[config.mk]
export PLATFORM = sky130hd
export DESIGN_NAME = beacon_sensor_frame_parser_flat
export DESIGN_NICKNAME = d
export VERILOG_FILES = /design/src/hw/rtl/bsfp_pkg.sv /design/src/hw/rtl/bsfp_if.sv /design/src/hw/rtl/bsfp_byte_queue.sv /design/src/hw/rtl/bsfp_parser.sv /design/src/hw/rtl/beacon_sensor_frame_parser.sv /design/src/flat_wrapper.sv
export SDC_FILE = /design/constraint.sdc
export NUM_CORES = 1
export LEC_CHECK = 0
export ABC_AREA = 1
export BUFFER_PORTS_ARGS = -buffer_cell sky130_fd_sc_hd__buf_4
export CAP_MARGIN = 20
export CORE_MARGIN = 2
export CORE_UTILIZATION = 50
export CTS_CLUSTER_SIZE = 8
export DETAILED_ROUTE_END_ITERATION = 10
export GPL_TIMING_DRIVEN = 0
export HOLD_SLACK_MARGIN = 0.02
export PLACE_DENSITY = 0.69
export SLEW_MARGIN = 20
export SYNTH_ARGS = -nofsm -noshare
export SYNTH_HDL_FRONTEND = slang
export SYNTH_SLANG_ARGS = --single-unit
[constraint.sdc]
create_clock -name clk -period 5.2 [get_ports clk]
set_input_delay 1.04 -clock clk [delete_from_list [all_inputs] [get_ports clk]]
set_output_delay 1.04 -clock clk [all_outputs]
set_load 0.02 [all_outputs]
[src/hw/rtl/bsfp_pkg.sv]
// Shared types and constants for the beacon sensor frame parser.
// Depends on nothing; every other file of the block uses it.
`timescale 1ns / 1ps
`default_nettype none

package bsfp_pkg;

  // Depth of the byte queue between the front and the back.
  localparam int QUEUE_DEPTH = 4;

  // Frame-control flags.
  localparam logic [15:0] FLAG_ENCRYPTED = 16'h0008;
  localparam logic [15:0] FLAG_MAC       = 16'h0010;
  localparam logic [15:0] FLAG_CAP       = 16'h0020;
  localparam logic [15:0] FLAG_OBJ       = 16'h0040;

  // Object ids that carry sensor readings.
  localparam logic [15:0] ID_TEMP  = 16'h1004;
  localparam logic [15:0] ID_LUX   = 16'h1007;
  localparam logic [15:0] ID_MOIST = 16'h1008;
  localparam logic [15:0] ID_COND  = 16'h1009;
  localparam logic [15:0] ID_BATT  = 16'h100A;

  typedef logic [2:0] status_t;

  localparam status_t ST_OK        = 3'd0;
  localparam status_t ST_TRUNC     = 3'd1;
  localparam status_t ST_ENCRYPTED = 3'd2;
  localparam status_t ST_NOMAC     = 3'd3;
  localparam status_t ST_NOOBJ     = 3'd4;

  // One frame byte as it travels from the queue to the parser.
  typedef struct packed {
    logic [7:0] data_byte;
    logic       last_byte;
  } byte_item_t;

  // One parsed frame.
  typedef struct packed {
    status_t            status;
    logic        [15:0] device_model;
    logic        [7:0]  frame_counter;
    logic        [47:0] mac_address;
    logic signed [15:0] temperature_decidegc;
    logic        [23:0] illuminance_lux;
    logic        [7:0]  moisture_percent;
    logic        [15:0] soil_conductivity;
    logic        [7:0]  battery_percent;
    logic        [4:0]  valid_mask;
  } result_t;

endpackage

`default_nettype wire

[src/hw/rtl/bsfp_if.sv]
// Channel interfaces of the beacon sensor frame parser: byte input and result output.
// Depends on bsfp_pkg for the status type.
`timescale 1ns / 1ps
`default_nettype none

interface bsfp_in_if;
  logic       valid;
  logic       ready;
  logic [7:0] data_byte;
  logic       last_byte;

  modport source (output valid, output data_byte, output last_byte, input ready);
  modport sink   (input valid, input data_byte, input last_byte, output ready);
endinterface

interface bsfp_out_if;
  logic                 valid;
  logic                 ready;
  bsfp_pkg::status_t    status;
  logic        [15:0]   device_model;
  logic        [7:0]    frame_counter;
  logic        [47:0]   mac_address;
  logic signed [15:0]   temperature_decidegc;
  logic        [23:0]   illuminance_lux;
  logic        [7:0]    moisture_percent;
  logic        [15:0]   soil_conductivity;
  logic        [7:0]    battery_percent;
  logic        [4:0]    valid_mask;

  modport source (
    output valid, input ready,
    output status, output device_model, output frame_counter, output mac_address,
    output temperature_decidegc, output illuminance_lux, output moisture_percent,
    output soil_conductivity, output battery_percent, output valid_mask
  );
  modport sink (
    input valid, output ready,
    input status, input device_model, input frame_counter, input mac_address,
    input temperature_decidegc, input illuminance_lux, input moisture_percent,
    input soil_conductivity, input battery_percent, input valid_mask
  );
endinterface

`default_nettype wire

[src/hw/rtl/bsfp_byte_queue.sv]
// Front of the parser: accepts frame bytes and buffers them in a short queue.
// Depends on bsfp_pkg for the byte item type.
`timescale 1ns / 1ps
`default_nettype none

module bsfp_byte_queue #(
  parameter int DEPTH = 4
) (
  input  wire                     clk,
  input  wire                     rst_n,
  // Write side.
  input  wire                     push_valid,
  output logic                    push_ready,
  input  bsfp_pkg::byte_item_t    push_item,
  // Read side.
  output logic                    pop_valid,
  input  wire                     pop,
  output bsfp_pkg::byte_item_t    pop_item
);
  import bsfp_pkg::*;

  localparam int PTR_W = (DEPTH > 1) ? $clog2(DEPTH) : 1;
  localparam int CNT_W = $clog2(DEPTH + 1);
  localparam logic [PTR_W-1:0] LAST_SLOT = PTR_W'(DEPTH - 1);
  localparam logic [CNT_W-1:0] FULL_CNT  = CNT_W'(DEPTH);

  byte_item_t       slot_r [DEPTH];
  logic [PTR_W-1:0] wr_ptr_r, wr_ptr_nxt;
  logic [PTR_W-1:0] rd_ptr_r, rd_ptr_nxt;
  logic [CNT_W-1:0] count_r,  count_nxt;
  logic             do_push, do_pop;

  assign push_ready = (count_r != FULL_CNT);
  assign pop_valid  = (count_r != '0);
  assign pop_item   = slot_r[rd_ptr_r];

  assign do_push = push_valid && push_ready;
  assign do_pop  = pop && pop_valid;

  // Pointer and fill-count update.
  always_comb begin
    wr_ptr_nxt = wr_ptr_r;
    rd_ptr_nxt = rd_ptr_r;
    count_nxt  = count_r;
    if (do_push) begin
      wr_ptr_nxt = (wr_ptr_r == LAST_SLOT) ? '0 : wr_ptr_r + 1'b1;
    end
    if (do_pop) begin
      rd_ptr_nxt = (rd_ptr_r == LAST_SLOT) ? '0 : rd_ptr_r + 1'b1;
    end
    if (do_push && !do_pop) begin
      count_nxt = count_r + 1'b1;
    end else if (!do_push && do_pop) begin
      count_nxt = count_r - 1'b1;
    end
  end

  always_ff @(posedge clk) begin
    if (!rst_n) begin
      wr_ptr_r <= '0;
      rd_ptr_r <= '0;
      count_r  <= '0;
    end else begin
      wr_ptr_r <= wr_ptr_nxt;
      rd_ptr_r <= rd_ptr_nxt;
      count_r  <= count_nxt;
    end
  end

  // Queue storage needs no reset; the fill count guards it.
  always_ff @(posedge clk) begin
    if (do_push) begin
      slot_r[wr_ptr_r] <= push_item;
    end
  end

endmodule

`default_nettype wire

[src/hw/rtl/bsfp_parser.sv]
// Back: walks the frame one byte per cycle, bar a stalled last byte; holds the result.
// Depends on bsfp_pkg for flags, object ids, status codes and the item types.
`timescale 1ns / 1ps
`default_nettype none

module bsfp_parser (
  input  wire                     clk,
  input  wire                     rst_n,
  // Byte side, from the queue.
  input  wire                     item_valid,
  input  bsfp_pkg::byte_item_t    item,
  output logic                    item_pop,
  // Result side.
  output logic                    res_valid,
  input  wire                     res_ready,
  output bsfp_pkg::result_t       res
);
  import bsfp_pkg::*;

  typedef enum logic [2:0] {
    PH_HEADER,
    PH_MAC,
    PH_CAP,
    PH_OBJHDR,
    PH_PAYLOAD,
    PH_DONE
  } phase_t;

  phase_t      phase_r,   phase_nxt;
  logic [3:0]  pos_r,     pos_nxt;
  logic [15:0] fc_r,      fc_nxt;
  logic [15:0] prod_r,    prod_nxt;
  logic [7:0]  cnt_r,     cnt_nxt;
  logic [47:0] mac_r,     mac_nxt;
  logic [15:0] obj_id_r,  obj_id_nxt;
  logic [7:0]  obj_len_r, obj_len_nxt;
  logic [7:0]  pidx_r,    pidx_nxt;
  logic [23:0] stage_r,   stage_nxt;
  logic [15:0] temp_r,    temp_nxt;
  logic [23:0] lux_r,     lux_nxt;
  logic [7:0]  moist_r,   moist_nxt;
  logic [15:0] cond_r,    cond_nxt;
  logic [7:0]  batt_r,    batt_nxt;
  logic [4:0]  vbits_r,   vbits_nxt;
  status_t     err_r,     err_nxt;
  logic        out_valid_r, out_valid_nxt;
  result_t     out_r,     out_nxt;

  logic        take;
  logic        no_header;
  logic        no_mac;
  logic [7:0]  b;

  assign b         = item.data_byte;
  // A final byte waits until the result register is free; other bytes never stall.
  assign take      = item_valid && (!item.last_byte || !out_valid_r || res_ready);
  assign item_pop  = take;
  assign res_valid = out_valid_r;
  assign res       = out_r;

  always_comb begin
    phase_nxt     = phase_r;
    pos_nxt       = pos_r;
    fc_nxt        = fc_r;
    prod_nxt      = prod_r;
    cnt_nxt       = cnt_r;
    mac_nxt       = mac_r;
    obj_id_nxt    = obj_id_r;
    obj_len_nxt   = obj_len_r;
    pidx_nxt      = pidx_r;
    stage_nxt     = stage_r;
    temp_nxt      = temp_r;
    lux_nxt       = lux_r;
    moist_nxt     = moist_r;
    cond_nxt      = cond_r;
    batt_nxt      = batt_r;
    vbits_nxt     = vbits_r;
    err_nxt       = err_r;
    out_valid_nxt = out_valid_r && !res_ready;
    out_nxt       = out_r;
    no_header     = 1'b0;
    no_mac        = 1'b0;

    if (take) begin
      // Per-byte phase update.
      case (phase_r)
        PH_HEADER: begin
          case (pos_r)
            4'd0:    fc_nxt        = {8'h00, b};
            4'd1:    fc_nxt[15:8]  = b;
            4'd2:    prod_nxt      = {8'h00, b};
            4'd3:    prod_nxt[15:8] = b;
            default: cnt_nxt       = b;
          endcase
          if (pos_r < 4'd4) begin
            pos_nxt = pos_r + 4'd1;
          end else if ((fc_r & FLAG_ENCRYPTED) != '0) begin
            err_nxt   = ST_ENCRYPTED;
            phase_nxt = PH_DONE;
          end else if ((fc_r & FLAG_MAC) == '0) begin
            err_nxt   = ST_NOMAC;
            phase_nxt = PH_DONE;
          end else begin
            phase_nxt = PH_MAC;
            pos_nxt   = '0;
          end
        end
        PH_MAC: begin
          mac_nxt[8*pos_r[2:0] +: 8] = b;
          if (pos_r < 4'd5) begin
            pos_nxt = pos_r + 4'd1;
          end else if ((fc_r & FLAG_CAP) != '0) begin
            phase_nxt = PH_CAP;
            pos_nxt   = '0;
          end else if ((fc_r & FLAG_OBJ) != '0) begin
            phase_nxt = PH_OBJHDR;
            pos_nxt   = '0;
          end else begin
            err_nxt   = ST_NOOBJ;
            phase_nxt = PH_DONE;
          end
        end
        PH_CAP: begin
          // The capability byte itself is skipped.
          if ((fc_r & FLAG_OBJ) != '0) begin
            phase_nxt = PH_OBJHDR;
            pos_nxt   = '0;
          end else begin
            err_nxt   = ST_NOOBJ;
            phase_nxt = PH_DONE;
          end
        end
        PH_OBJHDR: begin
          case (pos_r)
            4'd0: begin
              obj_id_nxt = {8'h00, b};
              pos_nxt    = 4'd1;
            end
            4'd1: begin
              obj_id_nxt[15:8] = b;
              pos_nxt          = 4'd2;
            end
            default: begin
              obj_len_nxt = b;
              pos_nxt     = '0;
              pidx_nxt    = '0;
              stage_nxt   = '0;
              if (b != 8'd0) begin
                phase_nxt = PH_PAYLOAD;
              end
            end
          endcase
        end
        PH_PAYLOAD: begin
          // Only the first three payload bytes are kept.
          if (pidx_r < 8'd3) begin
            stage_nxt[8*pidx_r[1:0] +: 8] = b;
          end
          pidx_nxt = pidx_r + 8'd1;
          if (({1'b0, pidx_r} + 9'd1) >= {1'b0, obj_len_r}) begin
            // Object complete: commit a known reading if it is long enough.
            case (obj_id_r)
              ID_TEMP: begin
                if (obj_len_r >= 8'd2) begin
                  temp_nxt     = stage_nxt[15:0];
                  vbits_nxt[0] = 1'b1;
                end
              end
              ID_LUX: begin
                if (obj_len_r >= 8'd3) begin
                  lux_nxt      = stage_nxt;
                  vbits_nxt[1] = 1'b1;
                end
              end
              ID_MOIST: begin
                moist_nxt    = stage_nxt[7:0];
                vbits_nxt[2] = 1'b1;
              end
              ID_COND: begin
                if (obj_len_r >= 8'd2) begin
                  cond_nxt     = stage_nxt[15:0];
                  vbits_nxt[3] = 1'b1;
                end
              end
              ID_BATT: begin
                batt_nxt     = stage_nxt[7:0];
                vbits_nxt[4] = 1'b1;
              end
              default: ;
            endcase
            phase_nxt = PH_OBJHDR;
            pos_nxt   = '0;
          end
        end
        default: ;
      endcase

      // Final byte: build the result from the updated state, then clear it.
      if (item.last_byte) begin
        no_header = (err_nxt == ST_OK) && (phase_nxt == PH_HEADER);
        no_mac    = (err_nxt == ST_OK) && ((phase_nxt == PH_HEADER) || (phase_nxt == PH_MAC));

        if (err_nxt != ST_OK) begin
          out_nxt.status = err_nxt;
        end else if ((phase_nxt == PH_HEADER) || (phase_nxt == PH_MAC) ||
                     (phase_nxt == PH_CAP) || (phase_nxt == PH_PAYLOAD)) begin
          out_nxt.status = ST_TRUNC;
        end else begin
          out_nxt.status = ST_OK;
        end
        out_nxt.device_model         = no_header ? '0 : prod_nxt;
        out_nxt.frame_counter        = no_header ? '0 : cnt_nxt;
        out_nxt.mac_address          = no_mac ? '0 : mac_nxt;
        out_nxt.temperature_decidegc = temp_nxt;
        out_nxt.illuminance_lux      = lux_nxt;
        out_nxt.moisture_percent     = moist_nxt;
        out_nxt.soil_conductivity    = cond_nxt;
        out_nxt.battery_percent      = batt_nxt;
        out_nxt.valid_mask           = vbits_nxt;
        out_valid_nxt                = 1'b1;

        phase_nxt   = PH_HEADER;
        pos_nxt     = '0;
        fc_nxt      = '0;
        prod_nxt    = '0;
        cnt_nxt     = '0;
        mac_nxt     = '0;
        obj_id_nxt  = '0;
        obj_len_nxt = '0;
        pidx_nxt    = '0;
        stage_nxt   = '0;
        temp_nxt    = '0;
        lux_nxt     = '0;
        moist_nxt   = '0;
        cond_nxt    = '0;
        batt_nxt    = '0;
        vbits_nxt   = '0;
        err_nxt     = ST_OK;
      end
    end
  end

  // Parse state and the registered result.
  always_ff @(posedge clk) begin
    if (!rst_n) begin
      phase_r     <= PH_HEADER;
      pos_r       <= '0;
      fc_r        <= '0;
      prod_r      <= '0;
      cnt_r       <= '0;
      mac_r       <= '0;
      obj_id_r    <= '0;
      obj_len_r   <= '0;
      pidx_r      <= '0;
      stage_r     <= '0;
      temp_r      <= '0;
      lux_r       <= '0;
      moist_r     <= '0;
      cond_r      <= '0;
      batt_r      <= '0;
      vbits_r     <= '0;
      err_r       <= ST_OK;
      out_valid_r <= 1'b0;
    end else begin
      phase_r     <= phase_nxt;
      pos_r       <= pos_nxt;
      fc_r        <= fc_nxt;
      prod_r      <= prod_nxt;
      cnt_r       <= cnt_nxt;
      mac_r       <= mac_nxt;
      obj_id_r    <= obj_id_nxt;
      obj_len_r   <= obj_len_nxt;
      pidx_r      <= pidx_nxt;
      stage_r     <= stage_nxt;
      temp_r      <= temp_nxt;
      lux_r       <= lux_nxt;
      moist_r     <= moist_nxt;
      cond_r      <= cond_nxt;
      batt_r      <= batt_nxt;
      vbits_r     <= vbits_nxt;
      err_r       <= err_nxt;
      out_valid_r <= out_valid_nxt;
    end
    out_r <= out_nxt;
  end

endmodule

`default_nettype wire

[src/hw/rtl/beacon_sensor_frame_parser.sv]
// Beacon sensor frame parser: one frame byte per cycle in, one result per frame out.
// A result is registered in the parser once its final byte has left the queue.
// Throughput: one byte per cycle, set by the single-byte phase update in the parser;
// only a final byte waits, while the previous result is still held at the output.
// Reset: synchronous, active low; clears the queue, the parse state and the output valid.
// Depends on bsfp_pkg, bsfp_if, bsfp_byte_queue and bsfp_parser.
`timescale 1ns / 1ps
`default_nettype none

module beacon_sensor_frame_parser #(
  parameter int QUEUE_DEPTH = bsfp_pkg::QUEUE_DEPTH
) (
  input  wire          clk,
  input  wire          rst_n,
  bsfp_in_if.sink      in_ch,
  bsfp_out_if.source   out_ch
);
  import bsfp_pkg::*;

  byte_item_t in_item;
  byte_item_t q_item;
  logic       q_valid;
  logic       q_pop;
  result_t    res;

  assign in_item.data_byte = in_ch.data_byte;
  assign in_item.last_byte = in_ch.last_byte;

  // Front: accept bytes into the queue.
  bsfp_byte_queue #(
    .DEPTH (QUEUE_DEPTH)
  ) u_queue (
    .clk        (clk),
    .rst_n      (rst_n),
    .push_valid (in_ch.valid),
    .push_ready (in_ch.ready),
    .push_item  (in_item),
    .pop_valid  (q_valid),
    .pop        (q_pop),
    .pop_item   (q_item)
  );

  // Back: parse bytes and hold the result.
  bsfp_parser u_parser (
    .clk        (clk),
    .rst_n      (rst_n),
    .item_valid (q_valid),
    .item       (q_item),
    .item_pop   (q_pop),
    .res_valid  (out_ch.valid),
    .res_ready  (out_ch.ready),
    .res        (res)
  );

  assign out_ch.status               = res.status;
  assign out_ch.device_model         = res.device_model;
  assign out_ch.frame_counter        = res.frame_counter;
  assign out_ch.mac_address          = res.mac_address;
  assign out_ch.temperature_decidegc = res.temperature_decidegc;
  assign out_ch.illuminance_lux      = res.illuminance_lux;
  assign out_ch.moisture_percent     = res.moisture_percent;
  assign out_ch.soil_conductivity    = res.soil_conductivity;
  assign out_ch.battery_percent      = res.battery_percent;
  assign out_ch.valid_mask           = res.valid_mask;

endmodule

`default_nettype wire
[src/flat_wrapper.sv]
// flat-port wrapper written by rule: the top's interface ports become plain ports
module beacon_sensor_frame_parser_flat import bsfp_pkg::*;
#(
  parameter int QUEUE_DEPTH = bsfp_pkg::QUEUE_DEPTH
)
  (clk, rst_n, in_ch_valid, in_ch_data_byte, in_ch_last_byte, in_ch_ready, out_ch_valid, out_ch_ready, out_ch_status, out_ch_device_model, out_ch_frame_counter, out_ch_mac_address, out_ch_temperature_decidegc, out_ch_illuminance_lux, out_ch_moisture_percent, out_ch_soil_conductivity, out_ch_battery_percent, out_ch_valid_mask);
  bsfp_in_if in_ch_i ();
  bsfp_out_if out_ch_i ();
  input  wire clk;
  input  wire rst_n;
  input wire logic [$bits(in_ch_i.valid)-1:0] in_ch_valid;
  input wire logic [$bits(in_ch_i.data_byte)-1:0] in_ch_data_byte;
  input wire logic [$bits(in_ch_i.last_byte)-1:0] in_ch_last_byte;
  output wire logic [$bits(in_ch_i.ready)-1:0] in_ch_ready;
  output wire logic [$bits(out_ch_i.valid)-1:0] out_ch_valid;
  input wire logic [$bits(out_ch_i.ready)-1:0] out_ch_ready;
  output wire logic [$bits(out_ch_i.status)-1:0] out_ch_status;
  output wire logic [$bits(out_ch_i.device_model)-1:0] out_ch_device_model;
  output wire logic [$bits(out_ch_i.frame_counter)-1:0] out_ch_frame_counter;
  output wire logic [$bits(out_ch_i.mac_address)-1:0] out_ch_mac_address;
  output wire logic [$bits(out_ch_i.temperature_decidegc)-1:0] out_ch_temperature_decidegc;
  output wire logic [$bits(out_ch_i.illuminance_lux)-1:0] out_ch_illuminance_lux;
  output wire logic [$bits(out_ch_i.moisture_percent)-1:0] out_ch_moisture_percent;
  output wire logic [$bits(out_ch_i.soil_conductivity)-1:0] out_ch_soil_conductivity;
  output wire logic [$bits(out_ch_i.battery_percent)-1:0] out_ch_battery_percent;
  output wire logic [$bits(out_ch_i.valid_mask)-1:0] out_ch_valid_mask;
  assign in_ch_i.valid = in_ch_valid;
  assign in_ch_i.data_byte = in_ch_data_byte;
  assign in_ch_i.last_byte = in_ch_last_byte;
  assign in_ch_ready = in_ch_i.ready;
  assign out_ch_valid = out_ch_i.valid;
  assign out_ch_i.ready = out_ch_ready;
  assign out_ch_status = out_ch_i.status;
  assign out_ch_device_model = out_ch_i.device_model;
  assign out_ch_frame_counter = out_ch_i.frame_counter;
  assign out_ch_mac_address = out_ch_i.mac_address;
  assign out_ch_temperature_decidegc = out_ch_i.temperature_decidegc;
  assign out_ch_illuminance_lux = out_ch_i.illuminance_lux;
  assign out_ch_moisture_percent = out_ch_i.moisture_percent;
  assign out_ch_soil_conductivity = out_ch_i.soil_conductivity;
  assign out_ch_battery_percent = out_ch_i.battery_percent;
  assign out_ch_valid_mask = out_ch_i.valid_mask;
  beacon_sensor_frame_parser #(.QUEUE_DEPTH(QUEUE_DEPTH)) u_core (.clk(clk), .rst_n(rst_n), .in_ch(in_ch_i), .out_ch(out_ch_i));
endmodule
==> flow_summary.toml, run 1 <==
[clock_tree]
cts_tree = "done"
insertion_delay_ns = 0.60
ctsHtreeMaxLevel = 2
cts-buffers-inserted = 58
cts.reportedPaths.clkPinSlew_ns = 0.05
clock_sinks = 417
cts_root_buf = "clkbuf_16"
cts-resized-gates = 0
cts_post_setup_buffers_inserted = 0
cts.hold.buffers_added = 0
maximum_buffer_depth_of_the_clock_tree = 3

[placement]
place.detailed.instances = 2971
placement.io_buffers = 166
place_hpwl_um = 35500
routability_congestion = 0.891

[yosys]
post_synth.cell_area_avg_um2 = 8.28
synth.ff_latch_count = 417
ys_types = 50
synth_enable_flop_cells = 188
synthesis.yosys.warnings = 0
synth_top_cell_by_area = "edfxtp_1"
cell_with_the_most_instances_after_synthesis = "nand2_1"
synth_ff_type = "dfxtp_1"
synth_fp_nets = 2332
yosysSeqAreaShare = 0.539
syn-instance-count = 2293
async_flop_share = 0
proportion_of_netlist_area_held_by_the_largest_area_contributor = 0.297
synth.cell_area_mm2 = 0.0190
synth.top_cells.by_count = "nand2_1, inv_1, dfxtp_1"
ys_top_cells_by_area = "edfxtp_1, dfxtp_1, nand2_1, a21oi_1, inv_1"

[pwr]
ir_worst_vdd_uv = 443
cellPowerDensity_mw_per_mm2 = 556
power.leakage_uw = 0.00933

[global_routing]
grt_pass1_wl_um = 78700
global_route_usage_over_all_layers = 0.254
grt_start_max_net_pins = 114
residual_overflow_from_global_routing = 0
first_global_vias = 14900
antenna_found_initial = 0

[drt]
route.final.wire_length_um = 50300
post-route-drc-count = 0
drt-vias-per-instance = 5.27
drtIter0Drc = 1392
detail_route.wl_per_cell_um = 16.4
antenna_violating_nets_post_route = 0
drtPass1Iterations = 6
detailroute.via_count = 16200

[sta]
timing.fmax_mhz = 262
worstMarginPinSlew_ns = 0.923
worst_relative_slew_slack = 0.382
finalHoldViolations = 0
final-setup-viol-count = 0
skew_ns = 0.0192
final.period_utilization = 0.735
min_period_ns = 3.82
finalSetupTns_ns = 0
final_max_slew_viol_count = 0
rsz0062_at_grt = "no"

[final_layout]
layout.area.seq_mm2 = 0.0102
drive_gt1_frac = 0.143
multiInputGateArea_mm2 = 0.00707
number_of_antenna_repair_diodes = 0
instances_no_fill = 3071
design.final.nets = 2559
num-fill-cells = 3304
synthToLayoutAreaGrowth_pct = 18.9

[critical_path]
timing.critical_path.required_ns = 5.54
crit_type = "register to register"
cp.arrival_ns = 4.16
reg2reg_slack_ns = 1.38
crit_path_max_fanout = 10
endpoint_kind_of_the_worst_setup_timing_path = "register"
start_kind = "register"

[flow_run]
timing.max_cap.violations = 0

[floorplan]
io_pins = 167
die-width_um = 199
overall_die_height_um = 199
floorplan.rows = 71
floorplan_core_area_mm2 = 0.0376
floorplan.initialDensity = 0.505
fp.dieArea_mm2 = 0.0396

[outcome]
run_status = "finished clean"

[min_path]
worstHoldPathType = "register to register"
==> power by group <==
part           internal, uW  total (uW)  switching [uW]
Sequential             4290        4530             240
Combinational          1240        4520            3280
Clock                  2140        3510            1370
Total                  7670       12600            4880
==> registers in the layout, indices dropped and copies added, names as in the netlist, 3 cells and up, named ones only <==
| signal | cells |
|---|---|
| u_core.u_parser.lux_r | 24 |
| u_core.u_parser.temp_r | 16 |
| u_core.u_queue.count_r | 3 |
| u_core.u_parser.cnt_r | 8 |
| u_core.u_parser.stage_r | 24 |
| u_core.u_parser.phase_r | 3 |
| u_core.u_parser.obj_id_r | 16 |
| u_core.u_parser.pos_r | 4 |
| u_core.u_parser.res | 152 |
| u_core.u_parser.pidx_r | 8 |
| u_core.u_parser.prod_r | 16 |
| u_core.u_queue.slot_r | 36 |
| u_core.u_parser.moist_r | 8 |
| u_core.u_parser.err_r | 3 |
| u_core.u_parser.vbits_r | 5 |
| u_core.u_parser.fc_r | 4 |
| u_core.u_parser.batt_r | 8 |
| u_core.u_parser.mac_r | 48 |
| u_core.u_parser.cond_r | 16 |
| u_core.u_parser.obj_len_r | 8 |
==> final timing paths <==
path	from	to	depth (start not counted)
setup reg to reg	u_core.u_parser.pidx_r[0]$_SDFFE_PN0P_	u_core.u_parser.res[75]$_DFFE_PP_	17
hold reg to reg	u_core.u_parser.vbits_r[1]$_SDFFE_PN0P_	u_core.u_parser.vbits_r[1]$_SDFFE_PN0P_	2
setup / recovery	u_core.u_parser.pidx_r[0]$_SDFFE_PN0P_	u_core.u_parser.res[75]$_DFFE_PP_	17
hold / removal	u_core.u_parser.vbits_r[1]$_SDFFE_PN0P_	u_core.u_parser.vbits_r[1]$_SDFFE_PN0P_	2
==> cell usage in the layout, fill, tap and decap left out, types with 27 or more instances in the layout <==
| cell type | count |
|---|---|
| a21oi_1 | 226 |
| o21ai_0 | 116 |
| buf_4 | 174 |
| o21a_1 | 32 |
| clkbuf_16 | 61 |
| clkbuf_1 | 98 |
| inv_2 | 27 |
| nand2_1 | 626 |
| edfxtp_1 | 188 |
| inv_1 | 271 |
| nand2_2 | 35 |
| nand3_1 | 146 |
| nor2_1 | 109 |
| dfxtp_1 | 229 |
==> layer usage <==
| layer | up-vias | wire length [um] | global-route usage |
|---|---|---|---|
| met1 | 7569 | 22400 | 0.353 |
| met2 | 581 | 22800 | 0.405 |
| li1 | 7930 | - | - |
| met3 | 95 | 3780 | 0.0434 |
| met5 | - | 0 | 0 |
| met4 | 0 | 1310 | 0.0835 |
==> kinds of logic (layout without fill, tap and decap cells) <==
kind of cell / Yosys count / in the layout / synth area share
simple gates: 991 / 991 / 0.223
compound gates: 441 / 441 / 0.128
fa+ha+maj: 26 / 26 / 0.0175
buf+inv: 412 / 679 / 0.0894
xor+xnor: 6 / 6 / 0.00277
flops: 417 / 417 / 0.539
==> metrics by stage <==
step | utilization | power [uW] | setup slack [ns] | hold WS, ns | area, um^2
global placement | 0.556 | 9020 | 0.613 | 0.436 | 20900
finish | 0.601 | 12600 | 1.38 | 0.450 | 22600
CTS | 0.601 | 12600 | 1.47 | 0.452 | 22600
floorplan | - | 7250 | 1.63 | 0.427 | 19000
global route | 0.601 | 13100 | 1.09 | 0.473 | 22600
detailed placement | 0.557 | 9090 | 1.46 | 0.445 | 20900
==> worst max-delay path: stages (launching register included) <==
cell,delay (ns)
dfxtp_1,0.46
inv_1,0.16
nor3_1,0.37
nand3_1,0.17
and3b_1,0.26
xnor2_1,0.11
inv_1,0.07
ha_1,0.32
nand2_1,0.06
nor2_1,0.14
nand4_1,0.13
nand3_2,0.15
nand2_2,0.13
inv_2,0.12
clkbuf_1,0.41
nand3_1,0.26
nand2_1,0.15
inv_1,0.08
==> final cells by class <==
type,instances,area share
Timing Repair Buffer,167,0.0564
Clock buffer,99,0.0739
Inverter,304,0.0512
Multi-Input combinational cell,1464,0.313
Buffer,108,0.0243
Sequential cell,417,0.453
Tap cell,511,0.0283
Clock inverter,1,0.000388
Note: power is estimated with default switching activity, not from simulation.
==> inputs of run 2 (changes only) <==
- PLACE_DENSITY: 0.69 -> 0.71
- clock period: 5.2 -> 3.1 ns (I/O delays scaled with it)
==> flow_summary.toml, run 2 (synthesis gave the netlist of run 1 again) <==
[global_routing]
residual_overflow_from_global_routing = 0
grt_start_max_net_pins = 89
met2_layer_usage_reported_by_global_route = 0.411
grt_pass1_wl_um = 80900
grt.met1_usage = 0.357
antenna_found_initial = 0
first_global_vias = 15600
gr_peak_layer = "met2"
global_route_usage_over_all_layers = 0.261
gr-usage-met3 = 0.0426

[critical_path]
timing.critical_path.required_ns = 3.42
timing.critical_path.slowest_cell_delay_ns = 0.39
critical_path.most_common_cell = "nand3_4"
endpoint_kind_of_the_worst_setup_timing_path = "register"
rr_worst_depth = 19
crit_path_cell_trace = "inv_6 > nor3_4 > nand3_2 > and3b_1 > xnor2_1 > inv_1 > ha_4 > nand3_2 > nand2_1 > nor2_2 > nand3_4 > nand2_8 > nand3_4 > nand2_4 > nand3_4 > nor2_4 > buf_12 > buf_12 > nor2_2"
worstReg2RegStart = "u_core.u_parser.pidx_r[0]$_SDFFE_PN0P_"
start_kind = "register"
crit_type = "register to register"
critical-path-slowest-cell = "dfxtp_4"
path_buf_inv = 4
cp.arrival_ns = 3.45
crit_path_max_fanout = 6
timing.critical_path.max_delay_family = "simple AND/OR/NAND/NOR gates"
reg2reg_to = "u_core.u_parser.res[132]$_SDFFCE_PP0P_"
reg2reg_slack_ns = -0.03

[min_path]
timing.hold.worst_endpoint = "u_core.u_queue.slot_r[1][1]$_DFFE_PP_"
hold_sp = "in_ch_data_byte[0]"
whs_path_depth = 1
worstHoldPathType = "input port to register"

[clock_tree]
maximum_buffer_depth_of_the_clock_tree = 3
cts_root_buf = "clkbuf_16"
cts-buffers-inserted = 58
clock_sinks = 417
insertion_delay_ns = 0.60
cts_tree = "done"
ctsHtreeMaxLevel = 2
cts.reportedPaths.clkPinSlew_ns = 0.05

[floorplan]
floorplan.rows = 71
io_pins = 167
floorplan.initialDensity = 0.505
overall_die_height_um = 199
die-width_um = 199
fp.dieArea_mm2 = 0.0396
floorplan_core_area_mm2 = 0.0376

[placement]
placement.io_buffers = 166
place_hpwl_um = 35700
routability_congestion = 0.895

[sta]
worstMarginPinSlew_ns = 1.03
timing.fmax_mhz = 320
final-setup-viol-count = 12
final.period_utilization = 1.01
rsz0062_at_grt = "yes"
skew_ns = 0.0232
post-route-worst-setup-slack_ns = -0.0289
final_max_slew_viol_count = 0
worst_relative_slew_slack = 0.312
finalHoldViolations = 0
min_period_ns = 3.13
whs_ns = 0.214

[drt]
post-route-drc-count = 0
antenna_violating_nets_post_route = 0
drtIter0Drc = 1481
drt-vias-per-instance = 5.36
drtPass1Iterations = 6
detailroute.via_count = 16600
route.final.wire_length_um = 52500
detail_route.wl_per_cell_um = 16.9

[final_layout]
synthToLayoutAreaGrowth_pct = 23.4
design.final.nets = 2587
number_of_antenna_repair_diodes = 0
finish.utilization = 0.624
largest_reg_flops = 152
most_frequent_standard_cell_in_the_layout_excluding_fill_and_tap_cells = "nand2_1"
layout.area.seq_mm2 = 0.0102
drive_gt1_frac = 0.177
num-fill-cells = 3200
most-common-layout-cells = "nand2_1, inv_1, dfxtp_1, a21oi_1, buf_4"
multiInputGateArea_mm2 = 0.00748

[outcome]
run_status = "complete, but fails checks"
failing_checks = "negative setup slack"

[pwr]
cellPowerDensity_mw_per_mm2 = 909
power.leakage_uw = 0.00993
ir_worst_vdd_uv = 553

[flow_run]
timing.max_cap.violations = 0
[run 2: cell count changes in the layout (fill, tap and decap cells not counted), moves of 7 or more]
cell     delta
nand2_2    -20
buf_4      +22
nand2_4    +22
nand3_1     -9
nand3_2     +7
nor2_2     +12
nor2_1     -21
inv_1       -7
nor2_4      +9
[run 2: through the flow]
stage | instances | area [um^2] | TNS, ns | total power, uW | setup slack [ns]
floorplan | 2293 | 19000 | 0 | 12100 | 0.121
global placement | 2970 | 20900 | -121.77 | 15100 | -0.644
detailed placement | 2971 | 20900 | -86.34 | 15200 | -0.645
CTS | 3087 | 22800 | 0 | 21100 | 0.00163
global route | 3101 | 23400 | -5.00 | 22300 | -0.137
finish | 3101 | 23400 | -0.0846 | 21300 | -0.0289
[run 2: layout make-up]
type	instances	share of cell area
Buffer	104	0.0258
Clock buffer	98	0.0688
Clock inverter	4	0.00171
Inverter	304	0.0500
Multi-Input combinational cell	1464	0.319
Sequential cell	417	0.437
Tap cell	511	0.0273
Timing Repair Buffer	199	0.0701
[run 2: how the worst max path moves through the flow]
stage	start	end	slack, ns	depth (start not counted)
2_1_floorplan	u_core.u_parser.pidx_r[0]$_SDFFE_PN0P_	u_core.u_parser.res[37]$_DFFE_PP_	0.12	16
3_3_place_gp	u_core.u_parser.pidx_r[0]$_SDFFE_PN0P_	u_core.u_parser.res[75]$_DFFE_PP_	-0.64	17
3_5_place_dp	u_core.u_parser.pidx_r[0]$_SDFFE_PN0P_	u_core.u_parser.res[75]$_DFFE_PP_	-0.65	17
4_1_cts	u_core.u_parser.pidx_r[1]$_SDFFE_PN0P_	u_core.u_parser.res[132]$_SDFFCE_PP0P_	0.002	19
5_1_grt	u_core.u_parser.pidx_r[0]$_SDFFE_PN0P_	u_core.u_parser.res[132]$_SDFFCE_PP0P_	-0.14	19
6_report	u_core.u_parser.pidx_r[0]$_SDFFE_PN0P_	u_core.u_parser.res[132]$_SDFFCE_PP0P_	-0.03	19
[run 2: per-layer routing]
| layer | vias up | share of wire | wire length [um] |
|---|---|---|---|
| li1 | 7996 | - | - |
| met1 | 7876 | 0.43 | 22600 |
| met2 | 648 | 0.46 | 24300 |
| met3 | 106 | 0.077 | 4060 |
| met4 | 0 | 0.030 | 1570 |
| met5 | - | 0 | 0 |
[run 2: where the power goes]
group / total, uW / switching [uW] / internal [uW]
registers: 7610 / 421 / 7190
logic: 7900 / 5670 / 2220
clock network: 5800 / 2310 / 3490
total: 21300 / 8410 / 12900
[run 2: repair_timing]
item,CTS,global route
hold buffers,0,0
resized for setup,31,122
gates cloned,2,5
setup endpoints to repair,233,211
buffers inserted,13,12
pin swaps,8,14
==> inputs of run 3 (changes only) <==
- CORE_ASPECT_RATIO: default -> 1.4
==> flow_summary.toml, run 3 (synthesis gave the netlist of run 1 again) <==
[sta]
final.period_utilization = 1.01
worst_relative_slew_slack = 0.317
final_max_slew_viol_count = 0
post-route-worst-setup-slack_ns = -0.0166
final-setup-viol-count = 13
timing.fmax_mhz = 321
worstMarginPinSlew_ns = 1.02
min_period_ns = 3.12
finalHoldViolations = 0
whs_ns = 0.235
rsz0062_at_grt = "yes"
skew_ns = 0.0223

[final_layout]
num-fill-cells = 3178
design.final.nets = 2583
postLayoutCellArea_mm2 = 0.0230
synthToLayoutAreaGrowth_pct = 21.3
finish.utilization = 0.614
number_of_antenna_repair_diodes = 0
most_frequent_standard_cell_in_the_layout_excluding_fill_and_tap_cells = "nand2_1"
largest_reg_flops = 152
most-common-layout-cells = "nand2_1, inv_1, dfxtp_1, a21oi_1, buf_4"
drive_gt1_frac = 0.168

[critical_path]
endpoint_kind_of_the_worst_setup_timing_path = "register"
start_kind = "register"
timing.critical_path.required_ns = 3.41
reg2reg_slack_ns = -0.02
reg2reg_to = "u_core.u_parser.res[138]$_SDFFCE_PP0P_"
crit_path_max_fanout = 7
cp.arrival_ns = 3.43
worstReg2RegStart = "u_core.u_parser.pidx_r[0]$_SDFFE_PN0P_"
rr_worst_depth = 17
crit_type = "register to register"

[drt]
wl_met2_um = 25300
detailroute.via_count = 16500
route.final.wire_length_um = 51700
detail_route.wl_per_cell_um = 16.9
antenna_violating_nets_post_route = 0
drt-vias-per-instance = 5.39
highest_layer = "met4"
post-route-drc-count = 0
drtIter0Drc = 1427
met3_wirelength_um = 3730
drtPass1Iterations = 6
m1WireLength_um = 20400

[placement]
routability_congestion = 0.907
placed_area_mm2 = 0.0209
place_hpwl_um = 35600
placement.io_buffers = 166

[clock_tree]
maximum_buffer_depth_of_the_clock_tree = 3
ctsHtreeMaxLevel = 2
cts_root_buf = "clkbuf_16"
cts.reportedPaths.clkPinSlew_ns = 0.05
cts_tree = "done"
cts.hold.buffers_added = 0
cts-buffers-inserted = 58
clock_sinks = 417
insertion_delay_ns = 0.58

[min_path]
whs_path_depth = 1
hold_sp = "in_ch_last_byte"
worstHoldPathType = "input port to register"
timing.hold.worst_endpoint = "u_core.u_queue.slot_r[0][0]$_DFFE_PP_"

[floorplan]
overall_die_height_um = 235
fp.dieArea_mm2 = 0.0396
floorplan.initialDensity = 0.506
floorplan_core_area_mm2 = 0.0375
die-width_um = 169
floorplan.rows = 84
io_pins = 167

[global_routing]
grt_start_max_net_pins = 109
first_global_vias = 15400
grt_pass1_wl_um = 79300
residual_overflow_from_global_routing = 0
global_route_usage_over_all_layers = 0.250
antenna_found_initial = 0

[outcome]
run_status = "complete, but fails checks"
failing_checks = "negative setup slack"

[pwr]
ir_worst_vdd_uv = 592
power.leakage_uw = 0.00957
cellPowerDensity_mw_per_mm2 = 915

[flow_run]
timing.max_cap.violations = 0
-- run 3: cell type report --
cell class / instances / area, um^2 / area share
Sequential cell: 417 / 10200 / 0.444
Multi-Input combinational cell: 1465 / 7280 / 0.316
Clock buffer: 98 / 1620 / 0.0704
Timing Repair Buffer: 191 / 1510 / 0.0654
Inverter: 304 / 1160 / 0.0506
Buffer: 107 / 612 / 0.0266
Tap cell: 473 / 592 / 0.0257
Clock inverter: 2 / 17.5 / 0.000760
-- run 3: where the power goes --
group	switching (uW)	internal, uW	leakage (uW)
combinational	5560	2160	0.00512
clock	2280	3500	0.000782
sequential	398	7190	0.00367
total	8240	12800	0.00957
-- run 3: worst max-delay path by stage --
stage / cells after the start / slack [ns] / from / endpoint
detailed placement: 17 / -0.60 / u_core.u_parser.pidx_r[0]$_SDFFE_PN0P_ / u_core.u_parser.res[75]$_DFFE_PP_
global route: 19 / -0.19 / u_core.u_parser.pidx_r[0]$_SDFFE_PN0P_ / u_core.u_parser.res[138]$_SDFFCE_PP0P_
global placement: 17 / -0.60 / u_core.u_parser.pidx_r[0]$_SDFFE_PN0P_ / u_core.u_parser.res[75]$_DFFE_PP_
CTS: 19 / 0.0005 / u_core.u_parser.pidx_r[1]$_SDFFE_PN0P_ / u_core.u_parser.res[140]$_SDFFCE_PP0P_
finish: 17 / -0.02 / u_core.u_parser.pidx_r[0]$_SDFFE_PN0P_ / u_core.u_parser.res[138]$_SDFFCE_PP0P_
floorplan: 16 / 0.12 / u_core.u_parser.pidx_r[0]$_SDFFE_PN0P_ / u_core.u_parser.res[37]$_DFFE_PP_
-- run 3: critical path: stages, from the launching register on --
cell and delay [ns]:
dfxtp_4 0.38, clkinvlp_4 0.14, nor3_4 0.17, nand3_2 0.11, and3b_1 0.26, xnor2_1 0.13, inv_1 0.10, ha_4 0.24
nand3_1 0.08, nand2_1 0.06, nor2_2 0.11, nand3_2 0.14, nand2_4 0.16, nand4_1 0.24, nor2_4 0.20, buf_12 0.14
buf_6 0.12, nor2_1 0.04
-- run 3: per-stage QoR --
| stage | instances | power [uW] | setup TNS (ns) | worst slack [ns] |
|---|---|---|---|---|
| floorplan | 2293 | 12100 | 0 | 0.121 |
| global placement | 2932 | 15000 | -106.16 | -0.599 |
| detailed placement | 2933 | 15200 | -80.51 | -0.597 |
| CTS | 3045 | 21000 | 0 | 0.000538 |
| global route | 3057 | 22000 | -17.35 | -0.187 |
| finish | 3057 | 21100 | -0.127 | -0.0166 |
-- run 3: metal layers --
| metal | vias up | GRT usage |
|---|---|---|
| met5 | - | 0 |
| met2 | 598 | 0.427 |
| met1 | 7737 | 0.309 |
| li1 | 7997 | - |
| met4 | 0 | 0.118 |
| met3 | 138 | 0.0404 |
-- run 3: repair_timing --
action / CTS / global route
gates resized for setup: 27 / 95
setup buffers: 10 / 11
endpoints found under the setup margin: 232 / 240
pin swaps: 8 / 16
cloned: 2 / 4
